File: config.mk
export PLATFORM = sky130hd
export DESIGN_NAME = tap_tempo_with_long_press
export DESIGN_NICKNAME = d
export VERILOG_FILES = /design/src/sv/ttlp_pkg.sv /design/src/sv/tap_tempo_with_long_press.sv /design/src/sv/ttlp_cfg.sv /design/src/sv/ttlp_event.sv /design/src/sv/ttlp_tempo.sv
export SDC_FILE = /design/constraint.sdc
export NUM_CORES = 2
export LEC_CHECK = 0
export ABC_CLOCK_PERIOD_IN_PS = 13300
export BUFFER_PORTS_ARGS = -buffer_cell sky130_fd_sc_hd__buf_2
export CORE_MARGIN = 2
export CORE_UTILIZATION = 60
export CTS_CLUSTER_DIAMETER = 80
export CTS_CLUSTER_SIZE = 25
export DETAILED_ROUTE_END_ITERATION = 8
export GPL_TIMING_DRIVEN = 1
export HOLD_SLACK_MARGIN = 0.08
export PLACE_DENSITY = 0.77
export SLEW_MARGIN = 0
export SYNTH_ARGS = -nofsm -noshare
export SYNTH_HDL_FRONTEND = slang
export SYNTH_SLANG_ARGS = --single-unit
File: constraint.sdc
create_clock -name clk_i -period 13.3 [get_ports clk_i]
set_clock_uncertainty 0.15 [all_clocks]
set_input_delay 1.33 -clock clk_i [delete_from_list [all_inputs] [get_ports clk_i]]
set_output_delay 1.33 -clock clk_i [all_outputs]
set_load 0.005 [all_outputs]
File: src/sv/ttlp_pkg.sv
// ----------------------------------------------------------------------------
// ttlp_pkg: shared types and constants for the tap tempo block
// Field widths, register indexes, reset values and the divide-by-1000
// reciprocal used to turn a microsecond gap into whole milliseconds.
// ----------------------------------------------------------------------------
package ttlp_pkg;

  localparam int unsigned TIME_W  = 64;
  localparam int unsigned HOLD_W  = 26;
  localparam int unsigned PRESS_W = 20;
  localparam int unsigned IVL_W   = 16;
  localparam int unsigned LIM_W   = 26;
  localparam int unsigned CFG_W   = 26;
  localparam int unsigned CFG_A_W = 2;

  localparam int unsigned IN_TDATA_W  = 72;
  localparam int unsigned OUT_TDATA_W = 24;

  // Register indexes on the configuration port
  typedef enum logic [CFG_A_W-1:0] {
    REG_HOLD_SAVE = 2'd0,
    REG_MIN_PRESS = 2'd1,
    REG_MIN_IVL   = 2'd2,
    REG_MAX_IVL   = 2'd3
  } ttlp_reg_e;

  localparam logic [LIM_W-1:0]   US_PER_MS     = 26'd1000;
  localparam logic [HOLD_W-1:0]  HOLD_SAVE_RST = 26'd5000000;
  localparam logic [PRESS_W-1:0] MIN_PRESS_RST = 20'd50000;
  // Limits kept in microseconds: min * 1000 and (max + 1) * 1000
  localparam logic [LIM_W-1:0]   MIN_LIM_RST   = 26'd50000;
  localparam logic [LIM_W-1:0]   MAX_LIM_RST   = 26'd2001000;
  localparam logic [IVL_W-1:0]   TEMPO_RST     = 16'd500;

  // floor(x / 1000) == (x * RECIP) >> RECIP_SHIFT, exact for x < 2^26
  localparam int unsigned        RECIP_W     = 27;
  localparam int unsigned        RECIP_SHIFT = 36;
  localparam logic [RECIP_W-1:0] RECIP       = 27'd68719477;

  typedef struct packed {
    logic [HOLD_W-1:0]  hold_save;
    logic [PRESS_W-1:0] min_press;
    logic [LIM_W-1:0]   min_lim;
    logic [LIM_W-1:0]   max_lim;
  } ttlp_cfg_t;

  typedef struct packed {
    logic              save;
    logic              update;
    logic [LIM_W-1:0]  gap;
  } ttlp_evt_t;

endpackage

File: src/sv/tap_tempo_with_long_press.sv
// Path: an accepted request passes through the input, event and result
// registers before its result is on m_axis.
// Throughput: one poll per cycle; ready drops only when all three stages are
// full and the result is stalled.
// Reset (rst_ni low, asynchronous): stages empty, no press or tap recorded,
// tempo 500 ms, thresholds 5 s / 50 ms, interval window 50..2000 ms.
// ----------------------------------------------------------------------------
// tap_tempo_with_long_press: tap tempo button with long-press save
// Polls a button with a microsecond timestamp, derives tap intervals and
// raises a save request on a long hold.
// ----------------------------------------------------------------------------
module tap_tempo_with_long_press (
  input  logic                                 clk_i,
  input  logic                                 rst_ni,
  input  logic                                 cfg_we_i,
  input  logic [ttlp_pkg::CFG_A_W-1:0]         cfg_addr_i,
  input  logic [ttlp_pkg::CFG_W-1:0]           cfg_wdata_i,
  input  logic                                 s_axis_tvalid,
  output logic                                 s_axis_tready,
  // [0] button_down, [64:1] now_us, [71:65] zero
  input  logic [ttlp_pkg::IN_TDATA_W-1:0]      s_axis_tdata,
  output logic                                 m_axis_tvalid,
  input  logic                                 m_axis_tready,
  // [0] save_pulse, [1] tempo_update, [17:2] tempo_ms, [23:18] zero
  output logic [ttlp_pkg::OUT_TDATA_W-1:0]     m_axis_tdata
);

  ttlp_pkg::ttlp_cfg_t cfg;
  ttlp_pkg::ttlp_evt_t evt;
  logic                evt_valid;
  logic                evt_ready;

  ttlp_cfg u_cfg (
    .clk_i       (clk_i),
    .rst_ni      (rst_ni),
    .cfg_we_i    (cfg_we_i),
    .cfg_addr_i  (cfg_addr_i),
    .cfg_wdata_i (cfg_wdata_i),
    .cfg_o       (cfg)
  );

  ttlp_event u_event (
    .clk_i         (clk_i),
    .rst_ni        (rst_ni),
    .cfg_i         (cfg),
    .s_axis_tvalid (s_axis_tvalid),
    .s_axis_tready (s_axis_tready),
    .s_axis_tdata  (s_axis_tdata),
    .evt_valid_o   (evt_valid),
    .evt_ready_i   (evt_ready),
    .evt_o         (evt)
  );

  ttlp_tempo u_tempo (
    .clk_i         (clk_i),
    .rst_ni        (rst_ni),
    .evt_valid_i   (evt_valid),
    .evt_ready_o   (evt_ready),
    .evt_i         (evt),
    .m_axis_tvalid (m_axis_tvalid),
    .m_axis_tready (m_axis_tready),
    .m_axis_tdata  (m_axis_tdata)
  );

  // A save needs the button held, a tempo update needs a release
  a_save_xor_update: assert property (@(posedge clk_i) disable iff (!rst_ni)
    m_axis_tvalid |-> !(m_axis_tdata[0] && m_axis_tdata[1]))
    else $error("save and tempo update in one result");

  // Input backpressure only when every stage holds a request
  a_ready_only_when_full: assert property (@(posedge clk_i) disable iff (!rst_ni)
    !s_axis_tready |-> (m_axis_tvalid && !m_axis_tready && evt_valid))
    else $error("input stalled with a free stage");

  // Event stage stalls only behind a stalled result
  a_evt_stall: assert property (@(posedge clk_i) disable iff (!rst_ni)
    (evt_valid && !evt_ready) |-> (m_axis_tvalid && !m_axis_tready))
    else $error("event stage stalled without output backpressure");

endmodule

File: src/sv/ttlp_cfg.sv
// ----------------------------------------------------------------------------
// ttlp_cfg: configuration registers
// Holds the thresholds and keeps the interval limits prescaled to
// microseconds so the event stage compares raw gaps without dividing.
// ----------------------------------------------------------------------------
module ttlp_cfg (
  input  logic                                clk_i,
  input  logic                                rst_ni,
  input  logic                                cfg_we_i,
  input  logic [ttlp_pkg::CFG_A_W-1:0]        cfg_addr_i,
  input  logic [ttlp_pkg::CFG_W-1:0]          cfg_wdata_i,
  output ttlp_pkg::ttlp_cfg_t                 cfg_o
);

  ttlp_pkg::ttlp_cfg_t cfg_q, cfg_d;
  logic [ttlp_pkg::LIM_W-1:0] ivl_ext;
  logic [ttlp_pkg::LIM_W-1:0] lo_us;
  logic [ttlp_pkg::LIM_W-1:0] hi_us;

  assign ivl_ext = {{(ttlp_pkg::LIM_W - ttlp_pkg::IVL_W){1'b0}},
                    cfg_wdata_i[ttlp_pkg::IVL_W-1:0]};
  assign lo_us   = ivl_ext * ttlp_pkg::US_PER_MS;
  // One past the inclusive maximum, so the upper check is a strict compare
  assign hi_us   = (ivl_ext + {{(ttlp_pkg::LIM_W-1){1'b0}}, 1'b1}) * ttlp_pkg::US_PER_MS;

  always_comb begin
    cfg_d = cfg_q;
    if (cfg_we_i) begin
      case (ttlp_pkg::ttlp_reg_e'(cfg_addr_i))
        ttlp_pkg::REG_HOLD_SAVE: cfg_d.hold_save = cfg_wdata_i[ttlp_pkg::HOLD_W-1:0];
        ttlp_pkg::REG_MIN_PRESS: cfg_d.min_press = cfg_wdata_i[ttlp_pkg::PRESS_W-1:0];
        ttlp_pkg::REG_MIN_IVL:   cfg_d.min_lim   = lo_us;
        ttlp_pkg::REG_MAX_IVL:   cfg_d.max_lim   = hi_us;
        default: ;
      endcase
    end
  end

  always_ff @(posedge clk_i or negedge rst_ni) begin
    if (!rst_ni) begin
      cfg_q.hold_save <= ttlp_pkg::HOLD_SAVE_RST;
      cfg_q.min_press <= ttlp_pkg::MIN_PRESS_RST;
      cfg_q.min_lim   <= ttlp_pkg::MIN_LIM_RST;
      cfg_q.max_lim   <= ttlp_pkg::MAX_LIM_RST;
    end else begin
      cfg_q <= cfg_d;
    end
  end

  assign cfg_o = cfg_q;

endmodule

File: src/sv/ttlp_event.sv
// ----------------------------------------------------------------------------
// ttlp_event: input register and button event logic
// Tracks press and tap times, flags save and tempo events and passes the
// tap gap on to the tempo stage.
// ----------------------------------------------------------------------------
module ttlp_event (
  input  logic                                 clk_i,
  input  logic                                 rst_ni,
  input  ttlp_pkg::ttlp_cfg_t                  cfg_i,
  input  logic                                 s_axis_tvalid,
  output logic                                 s_axis_tready,
  input  logic [ttlp_pkg::IN_TDATA_W-1:0]      s_axis_tdata,
  output logic                                 evt_valid_o,
  input  logic                                 evt_ready_i,
  output ttlp_pkg::ttlp_evt_t                  evt_o
);

  logic                              in_valid_q;
  logic                              down_q;
  logic [ttlp_pkg::TIME_W-1:0]       now_q;
  logic                              evt_valid_q;
  ttlp_pkg::ttlp_evt_t               evt_q, evt_d;

  logic                              was_down_q;
  logic [ttlp_pkg::TIME_W-1:0]       press_time_q;
  logic                              saved_q;
  logic [ttlp_pkg::TIME_W-1:0]       last_tap_q;
  logic                              last_valid_q;

  logic                              mid_ready;
  logic                              in_ready;
  logic                              fire;
  logic [ttlp_pkg::TIME_W-1:0]       held;
  logic [ttlp_pkg::TIME_W-1:0]       gap;
  logic                              rising, holding, falling;
  logic                              hold_reached, long_enough, is_tap, in_range;

  assign mid_ready     = !evt_valid_q || evt_ready_i;
  assign in_ready      = !in_valid_q || mid_ready;
  assign s_axis_tready = in_ready;
  assign fire          = in_valid_q && mid_ready;

  assign held = now_q - press_time_q;
  assign gap  = now_q - last_tap_q;

  assign rising  = down_q && !was_down_q;
  assign holding = down_q && was_down_q;
  assign falling = !down_q && was_down_q;

  assign hold_reached = (|held[ttlp_pkg::TIME_W-1:ttlp_pkg::HOLD_W]) ||
                        (held[ttlp_pkg::HOLD_W-1:0] >= cfg_i.hold_save);
  assign long_enough  = (|held[ttlp_pkg::TIME_W-1:ttlp_pkg::PRESS_W]) ||
                        (held[ttlp_pkg::PRESS_W-1:0] > cfg_i.min_press);
  assign is_tap       = falling && !hold_reached && long_enough;
  // Full-width gap: anything at or above 2^26 us is out of range
  assign in_range     = !(|gap[ttlp_pkg::TIME_W-1:ttlp_pkg::LIM_W]) &&
                        (gap[ttlp_pkg::LIM_W-1:0] >= cfg_i.min_lim) &&
                        (gap[ttlp_pkg::LIM_W-1:0] <  cfg_i.max_lim);

  always_comb begin
    evt_d.save   = holding && hold_reached && !saved_q;
    evt_d.update = is_tap && last_valid_q && in_range;
    evt_d.gap    = gap[ttlp_pkg::LIM_W-1:0];
  end

  always_ff @(posedge clk_i or negedge rst_ni) begin
    if (!rst_ni) begin
      in_valid_q   <= 1'b0;
      evt_valid_q  <= 1'b0;
      was_down_q   <= 1'b0;
      press_time_q <= '0;
      saved_q      <= 1'b0;
      last_tap_q   <= '0;
      last_valid_q <= 1'b0;
    end else begin
      if (in_ready) begin
        in_valid_q <= s_axis_tvalid;
      end
      if (mid_ready) begin
        evt_valid_q <= in_valid_q;
      end
      if (fire) begin
        was_down_q <= down_q;
        if (rising) begin
          press_time_q <= now_q;
          saved_q      <= 1'b0;
        end
        if (evt_d.save) begin
          saved_q <= 1'b1;
        end
        if (is_tap) begin
          last_tap_q   <= now_q;
          last_valid_q <= 1'b1;
        end
      end
    end
  end

  always_ff @(posedge clk_i) begin
    if (in_ready && s_axis_tvalid) begin
      down_q <= s_axis_tdata[0];
      now_q  <= s_axis_tdata[ttlp_pkg::TIME_W:1];
    end
    if (fire) begin
      evt_q <= evt_d;
    end
  end

  assign evt_valid_o = evt_valid_q;
  assign evt_o       = evt_q;

endmodule

File: src/sv/ttlp_tempo.sv
// ----------------------------------------------------------------------------
// ttlp_tempo: tempo register and result register
// Converts the tap gap to milliseconds by reciprocal multiply, keeps the
// current tempo and drives the result stream.
// ----------------------------------------------------------------------------
module ttlp_tempo (
  input  logic                                 clk_i,
  input  logic                                 rst_ni,
  input  logic                                 evt_valid_i,
  output logic                                 evt_ready_o,
  input  ttlp_pkg::ttlp_evt_t                  evt_i,
  output logic                                 m_axis_tvalid,
  input  logic                                 m_axis_tready,
  output logic [ttlp_pkg::OUT_TDATA_W-1:0]     m_axis_tdata
);

  localparam int unsigned PROD_W = ttlp_pkg::LIM_W + ttlp_pkg::RECIP_W;

  logic                                  out_valid_q;
  logic [ttlp_pkg::OUT_TDATA_W-1:0]      out_data_q;
  logic [ttlp_pkg::IVL_W-1:0]            tempo_q;
  logic [ttlp_pkg::IVL_W-1:0]            tempo_d;
  logic [PROD_W-1:0]                     prod;
  logic                                  ready;
  logic                                  take;

  assign ready       = !out_valid_q || m_axis_tready;
  assign evt_ready_o = ready;
  assign take        = evt_valid_i && ready;

  assign prod = {{ttlp_pkg::RECIP_W{1'b0}}, evt_i.gap} *
                {{ttlp_pkg::LIM_W{1'b0}}, ttlp_pkg::RECIP};

  // An in-range gap is below 65536 ms, so the low 16 quotient bits are exact
  assign tempo_d = evt_i.update ? prod[ttlp_pkg::RECIP_SHIFT +: ttlp_pkg::IVL_W] : tempo_q;

  always_ff @(posedge clk_i or negedge rst_ni) begin
    if (!rst_ni) begin
      out_valid_q <= 1'b0;
      tempo_q     <= ttlp_pkg::TEMPO_RST;
    end else begin
      if (ready) begin
        out_valid_q <= evt_valid_i;
      end
      if (take) begin
        tempo_q <= tempo_d;
      end
    end
  end

  always_ff @(posedge clk_i) begin
    if (take) begin
      out_data_q <= {{(ttlp_pkg::OUT_TDATA_W - ttlp_pkg::IVL_W - 2){1'b0}},
                     tempo_d, evt_i.update, evt_i.save};
    end
  end

  assign m_axis_tvalid = out_valid_q;
  assign m_axis_tdata  = out_data_q;

endmodule

After elaboration in Yosys (flattened, before gate mapping)
Cells that the tools add are included.

storage, ports and cells
  register bits = 353
  latch bits = 0
  memory bits (writable) = 0
  memory bits (read-only) = 0
  input bits = 105
  output and inout port bits = 26
  word-level logic and storage cells = 74
  memories kept = 0

operators by class
  add/sub/neg operators = 3
  multiply operators = 3
  divide/modulo/power cells = 0
  order comparisons = 4
  equal/unequal tests = 3
  shift operators = 0
  mux-type cells = 3
  bitwise operators = 0
  reductions and logical operators = 39

operator list
  kind                                                  count
  subtractor 64 bit                                     2
  OR reduction 38 bit                                   2
  >= comparator 26 bit                                  2
  multiplier 26 x 27 -> 52 bit (second input constant)  1
  OR reduction 44 bit                                   1
  < comparator 26 bit                                   1
  multiplier 26 x 7 -> 23 bit (second input constant)   1
  multiplier 16 x 7 -> 23 bit (second input constant)   1
  greater-than comparator 20 bit                        1
  adder 16 x 1 -> 17 bit (second input constant)        1
  2-to-1 mux 16 bit                                     1
  logical AND 1 bit                                     14
  AND reduction 2 bit                                   7
  zero test 1 bit                                       8
  logical OR 1 bit                                      5
  == test 2 bit (second input constant)                 2
  == test 2 x 1 -> 1 bit (second input constant)        1
  zero test 2 bit                                       1
  2-to-1 mux 1 bit                                      2
  nonzero test 2 bit                                    1

Longest topological paths before layout
  word-level depth = 8
  depth in mapped cells = 30
  depth with buffers taken out = 30

Modules after synthesis
A second synthesis with hierarchy kept.

unflattened totals
  cell total of the unflattened synthesis = 4270
  area total of the unflattened synthesis = 40557.6 sq um

by module, submodules not included
  module      instances  cells each  area an instance (sq um)  sequential area each (sq um)
  ttlp_event  1          2200        19580.0                   6120.9
  ttlp_tempo  1          1256        12176.7                   973.4
  ttlp_cfg    1          814         8800.9                    2338.5

Least setup slack after synthesis
OpenSTA, ideal clock, no wires.

  path kind = register to register
  start point = reg u_event.evt_q (netlist bit u_event.evt_o[24])
  end point = reg u_tempo.out_data_q (netlist bit u_tempo.m_axis_tdata[16]) (data pin)
  setup time = 260 ps
  data arrival time = 6771 ps
  required time = 12890 ps
  path slack = 6119 ps
  cell stages (with the launch flop) = 25
  path buffers = 0
  clock period less this slack = 7181 ps
  cells stage by stage = edfxtp_1 > fa_1 > inv_1 > fa_1 > fa_1 > inv_1 > fa_1 > fa_1 > inv_1 > fa_1 > fa_1 > inv_1 > ha_1 > nand4_1 > nor3_1 > and3_1 > nand2_1 > o31ai_1 > a32o_1 > o2111ai_1 > a31oi_1 > a21o_1 > a21oi_1 > xnor2_1 > mux2_2

between the ends
  word-level cells in the longest chain between the ends = 2

RTL lines
  element                       line               text
  start: declaration            ttlp_event.sv:22   ttlp_pkg::ttlp_evt_t evt_q, evt_d;
  start signal: assignment      ttlp_event.sv:105  evt_q <= evt_d;
  multiplier 26 x 27 -> 52 bit  ttlp_tempo.sv:31   assign prod = {{ttlp_pkg::RECIP_W{1'b0}}, evt_i.gap} *
  2-to-1 mux 16 bit             ttlp_tempo.sv:35   assign tempo_d = evt_i.update ? prod[ttlp_pkg::RECIP_SHIFT +: ttlp_pkg::IVL_W] : tempo_q;
  net u_tempo.tempo_d, one bit  ttlp_tempo.sv:22   logic [ttlp_pkg::IVL_W-1:0] tempo_d;
  end signal: assignment        ttlp_tempo.sv:53   out_data_q <= {{(ttlp_pkg::OUT_TDATA_W - ttlp_pkg::IVL_W - 2){1'b0}},
  end: declaration              ttlp_tempo.sv:20   logic [ttlp_pkg::OUT_TDATA_W-1:0] out_data_q;

The timed path passes the listed nets, and every way through them passes these cells.
A chain may end at the register's enable or synchronous reset.

Final worst setup path
Same ends and word-level chain as after synthesis.

==> metrics.md <==
| Metric | Value |
|---|---|
| Core area | `0.0632 mm^2` |
| Row cnt | `92` |
| Die ar. | `0.0662 mm^2` |
| Top Family by Delay on Critical Path | `adder cells` |
| Grt ovf | `0` |
| Post-synthesis cell type count | `85` |
| Starting density of the core | `between 60% and 70%` |
| CTS Hold Bufs | `0` |
| Max Fanout on Critical Path | `10` |
| Tcrit/Tclk final | `62.7%` |
| WS Path Type | `reg2reg` |
| Setup WS post-layout | `4.96 ns` |
| Fin util | `64.5%` |
| Unrepaired setup endpoints after global routing | `no` |
| DR WL/cell | `18.6 um` |
| Critical path's slowest cell | `o31ai_1` |
| Slew HR | `20.8%` |
| Non-Filler Instances | `approximately 5,000` |
| Max-slew violation count | `0` |
| Min cycle time layout | `8.34 ns` |
| Initial antenna violation count | `1` |
| Routed via count | `28,889` |
| Top sig layer | `met4` |
| Die span in x | `257 um` |
| Clock Latency Late Sink | `0.59 ns` |
| Fillers | `5,196` |
| Area delta synth->final | `5.95%` |
| Hold path start | `u_cfg.cfg_o[19]$_DFFE_PN1P_` |
| Top Ports | `131` |
| Pin count of the biggest net entering global routing | `84` |
| Total negative slack | `0 ns` |
| Total wire length | `93,100 um` |
| Worst-path cell chain | `fa_1 > inv_1 > fa_1 > fa_1 > inv_1 > fa_1 > fa_1 > inv_1 > fa_1 > fa_1 > inv_1 > ha_1 > nand4_1 > nor3_1 > and3_1 > nand2_1 > o31ai_1 > a32o_1 > o2111ai_1 > a31oi_1 > a21o_1 > a21oi_1 > xnor2_1 > mux2_2` |
| Synthesis Warnings | `0` |
| Syn avg cell area | `9.44 um^2` |
| P_leak | `20.4 nW` |
| Post-synthesis cell area | `0.0385 mm^2` |
| Storage element area | `0.00943 mm^2` |
| Placed Cells | `4,958` |
| WL met1 | `roughly 41,000 um` |
| Top cell by count, worst path | `fa_1` |
| Final Hold Vio Count | `0` |
| Share of the synthesized area in the top cell type | `19.1%` |
| Htree depth | `1` |
| Ys async rst share | `approximately 69%` |
| Worst-path clk slew | `0.09 ns` |
| Startpoint Class | `flop` |
| Slew @ Worst Pin | `approximately 1.2 ns` |
| EDFF count, synth | `111` |
| Nets | `5,157` |
| # diodes | `0` |
| Slowest stage delay, CP | `0.81 ns` |
| R2R Path Start | `u_event.evt_o[24]$_DFFE_PP_` |
| Outcome | `completed` |
| # DRC | `0` |
| Sequential element share of the synthesized area | `24.5%` |
| CTS buffer count | `25` |
| IO Port Bufs | `~120` |
| Met3 wire length | `slightly above 5000 um` |
| Worst EP required | `roughly 14 ns` |
| Detail Route met2 WL | `approximately 44,000 um` |
| Postcts setup bufs | `0` |
| Post-CTS Resized | `0` |
| Worst EP arrival | `8.54 ns` |
| Final ANT Viol Nets | `0` |
| Initial DRC count | `2,004` |
| Drt pass-1 iters | `6` |
| CP bufs+invs | `4` |
| Gr usage total | `28.4%` |
| Vias in the first global route | `a little under 30,000` |
| TritonCTS clock tree | `done` |
| Worst slack, placed | `4.90 ns` |
| Synth Register Bits | `353` |
| PwrDens | `between 200 and 300 mW/mm^2` |
| Maximum vdd drop | `about 0.37 mV` |
| Top cells by area, synth | `ha_1 19%, fa_1 17%, dfrtp_1 13%, edfxtp_1 8.7%, inv_1 7.9%` |
| First-pass GRT wire length | `150,000 um` |
| Gp weighted congestion | `0.964` |
| CTS Root Cell | `clkbuf_16` |
| Max clock buf depth | `3` |
| Max cap viols | `0` |
| Fmax | `0.120 GHz` |
| Worst hold path class | `reg2reg` |
| CP Launch Point | `u_event.evt_o[24]$_DFFE_PP_` |
| Die H | `257 um` |
| Yosys top cell by area | `ha_1` |
| Top_reg_cell synth | `dfrtp_1` |
| Vias per inst | `around 5.8` |
| DP Wirelength | `76,700 um` |
| Cells after Synth | `4,076` |
| CP endpoint kind | `flop` |
| CTS Sinks | `353` |
| Layout cells sized above 1 | `8.42%` |
| Setup Viol. Count Final | `0` |
| Multi-input gate area | `0.0256 mm^2` |
-- worst min-delay path: stages (launching register included) --
cell and delay (ns):
dfstp_2 0.38, nand2_1 0.05, o31ai_1 0.06
-- routing by layer --
metal  global-route usage [%]  vias to the layer above
met5                        0                        -
met4                     9.36                        0
li1                         -                    13844
met3                     3.04                      175
met2                     47.4                      760
met1                     39.0                    14110
-- final timing paths --
check / cells past startpoint / slack [ns] / end
min in group asynchronous: 1 / 0.53 / u_event.last_tap_q[54]$_DFFE_PN0P_
worst max register to register: 24 / 4.96 / u_tempo.m_axis_tdata[16]$_DFFE_PP_
worst min register to register: 2 / 0.33 / u_cfg.cfg_o[19]$_DFFE_PN1P_
worst min-delay path: 2 / 0.33 / u_cfg.cfg_o[19]$_DFFE_PN1P_
worst max-delay path: 24 / 4.96 / u_tempo.m_axis_tdata[16]$_DFFE_PP_
max in group asynchronous: 3 / 10.63 / u_cfg.cfg_o[51]$_DFFE_PN0P_
-- registers in the layout (all words and copies together) (netlist names), 16 cells and up --
name                  count
u_tempo.tempo_q          16
u_tempo.m_axis_tdata     18
u_event.evt_o            28
u_event.press_time_q     64
u_event.now_q            64
u_cfg.cfg_o              92
u_event.last_tap_q       64
-- cell families (layout without fill, tap and decap cells) --
family | Yosys count | count (layout) | synth area share, %
AND/OR/NAND/NOR | 780 | 780 | 9.77
multiplexers | 128 | 128 | 3.70
adder cells (fa/ha/maj) | 913 | 913 | 36.0
buffers and inverters | 907 | 984 | 9.01
other | 1 | 6 | 0.00974
flip-flops | 353 | 353 | 24.5
AO/OA/AOI/OAI | 835 | 835 | 13.4
XOR/XNOR | 159 | 159 | 3.62
-- placed cells by master (no fill, tap or decap), drive strengths merged, types with 41 or more instances in the layout --
cell	synthesis	layout
dfrtp	207	207
nand4	72	72
nand3	53	53
a21o	85	85
fa	325	325
xor2	69	69
nor2	141	141
buf	17	128
a21oi	244	244
edfxtp	111	111
mux2	115	115
nor3	41	41
nand2	294	294
xnor2	90	90
o21ai	267	267
ha	588	588
inv	810	820
-- metrics by stage --
stage | area [um^2] | hold slack, ns | power [mW]
6_report | 40800 | 0.329 | 10.8
5_1_grt | 40800 | 0.359 | 12.1
4_1_cts | 40800 | 0.333 | 10.9
3_5_place_dp | 39800 | 0.320 | 9.93
3_3_place_gp | 39800 | 0.303 | 9.65
2_1_floorplan | 38500 | 0.250 | 7.79
-- area by class of cell --
cell class	count	share of cell area, %
clock buffer	30	1.68
clock inverter	16	0.641
inverter	810	7.45
multi-input combinational	2821	62.8
sequential	353	23.1
tap	846	2.60
timing repair buffer	128	1.66
-- synth_stat cells (all sizes together) (7+ instances only) --
library cell / instances
a2111oi: 9
a211oi: 19
a21boi: 7
a21o: 85
a21oi: 244
a311oi: 7
a31oi: 34
and2: 12
and3: 23
and4: 11
buf: 17
clkbuf: 80
dfrtp: 207
dfstp: 35
edfxtp: 111
fa: 325
ha: 588
inv: 810
mux2: 115
mux2i: 13
nand2: 294
nand2b: 38
nand3: 53
nand4: 72
nor2: 141
nor2b: 24
nor3: 41
nor3b: 8
nor4: 19
o211ai: 20
o21a: 31
o21ai: 267
o21bai: 37
o22ai: 8
o31ai: 10
or2: 10
or3: 15
xnor2: 90
xor2: 69
-- power by group --
group	internal, mW	total (mW)	switching, mW
logic	3.53	8.39	4.86
registers	1.40	1.56	0.156
clock network	0.423	0.878	0.455
(Power assumes the default switching activity.)
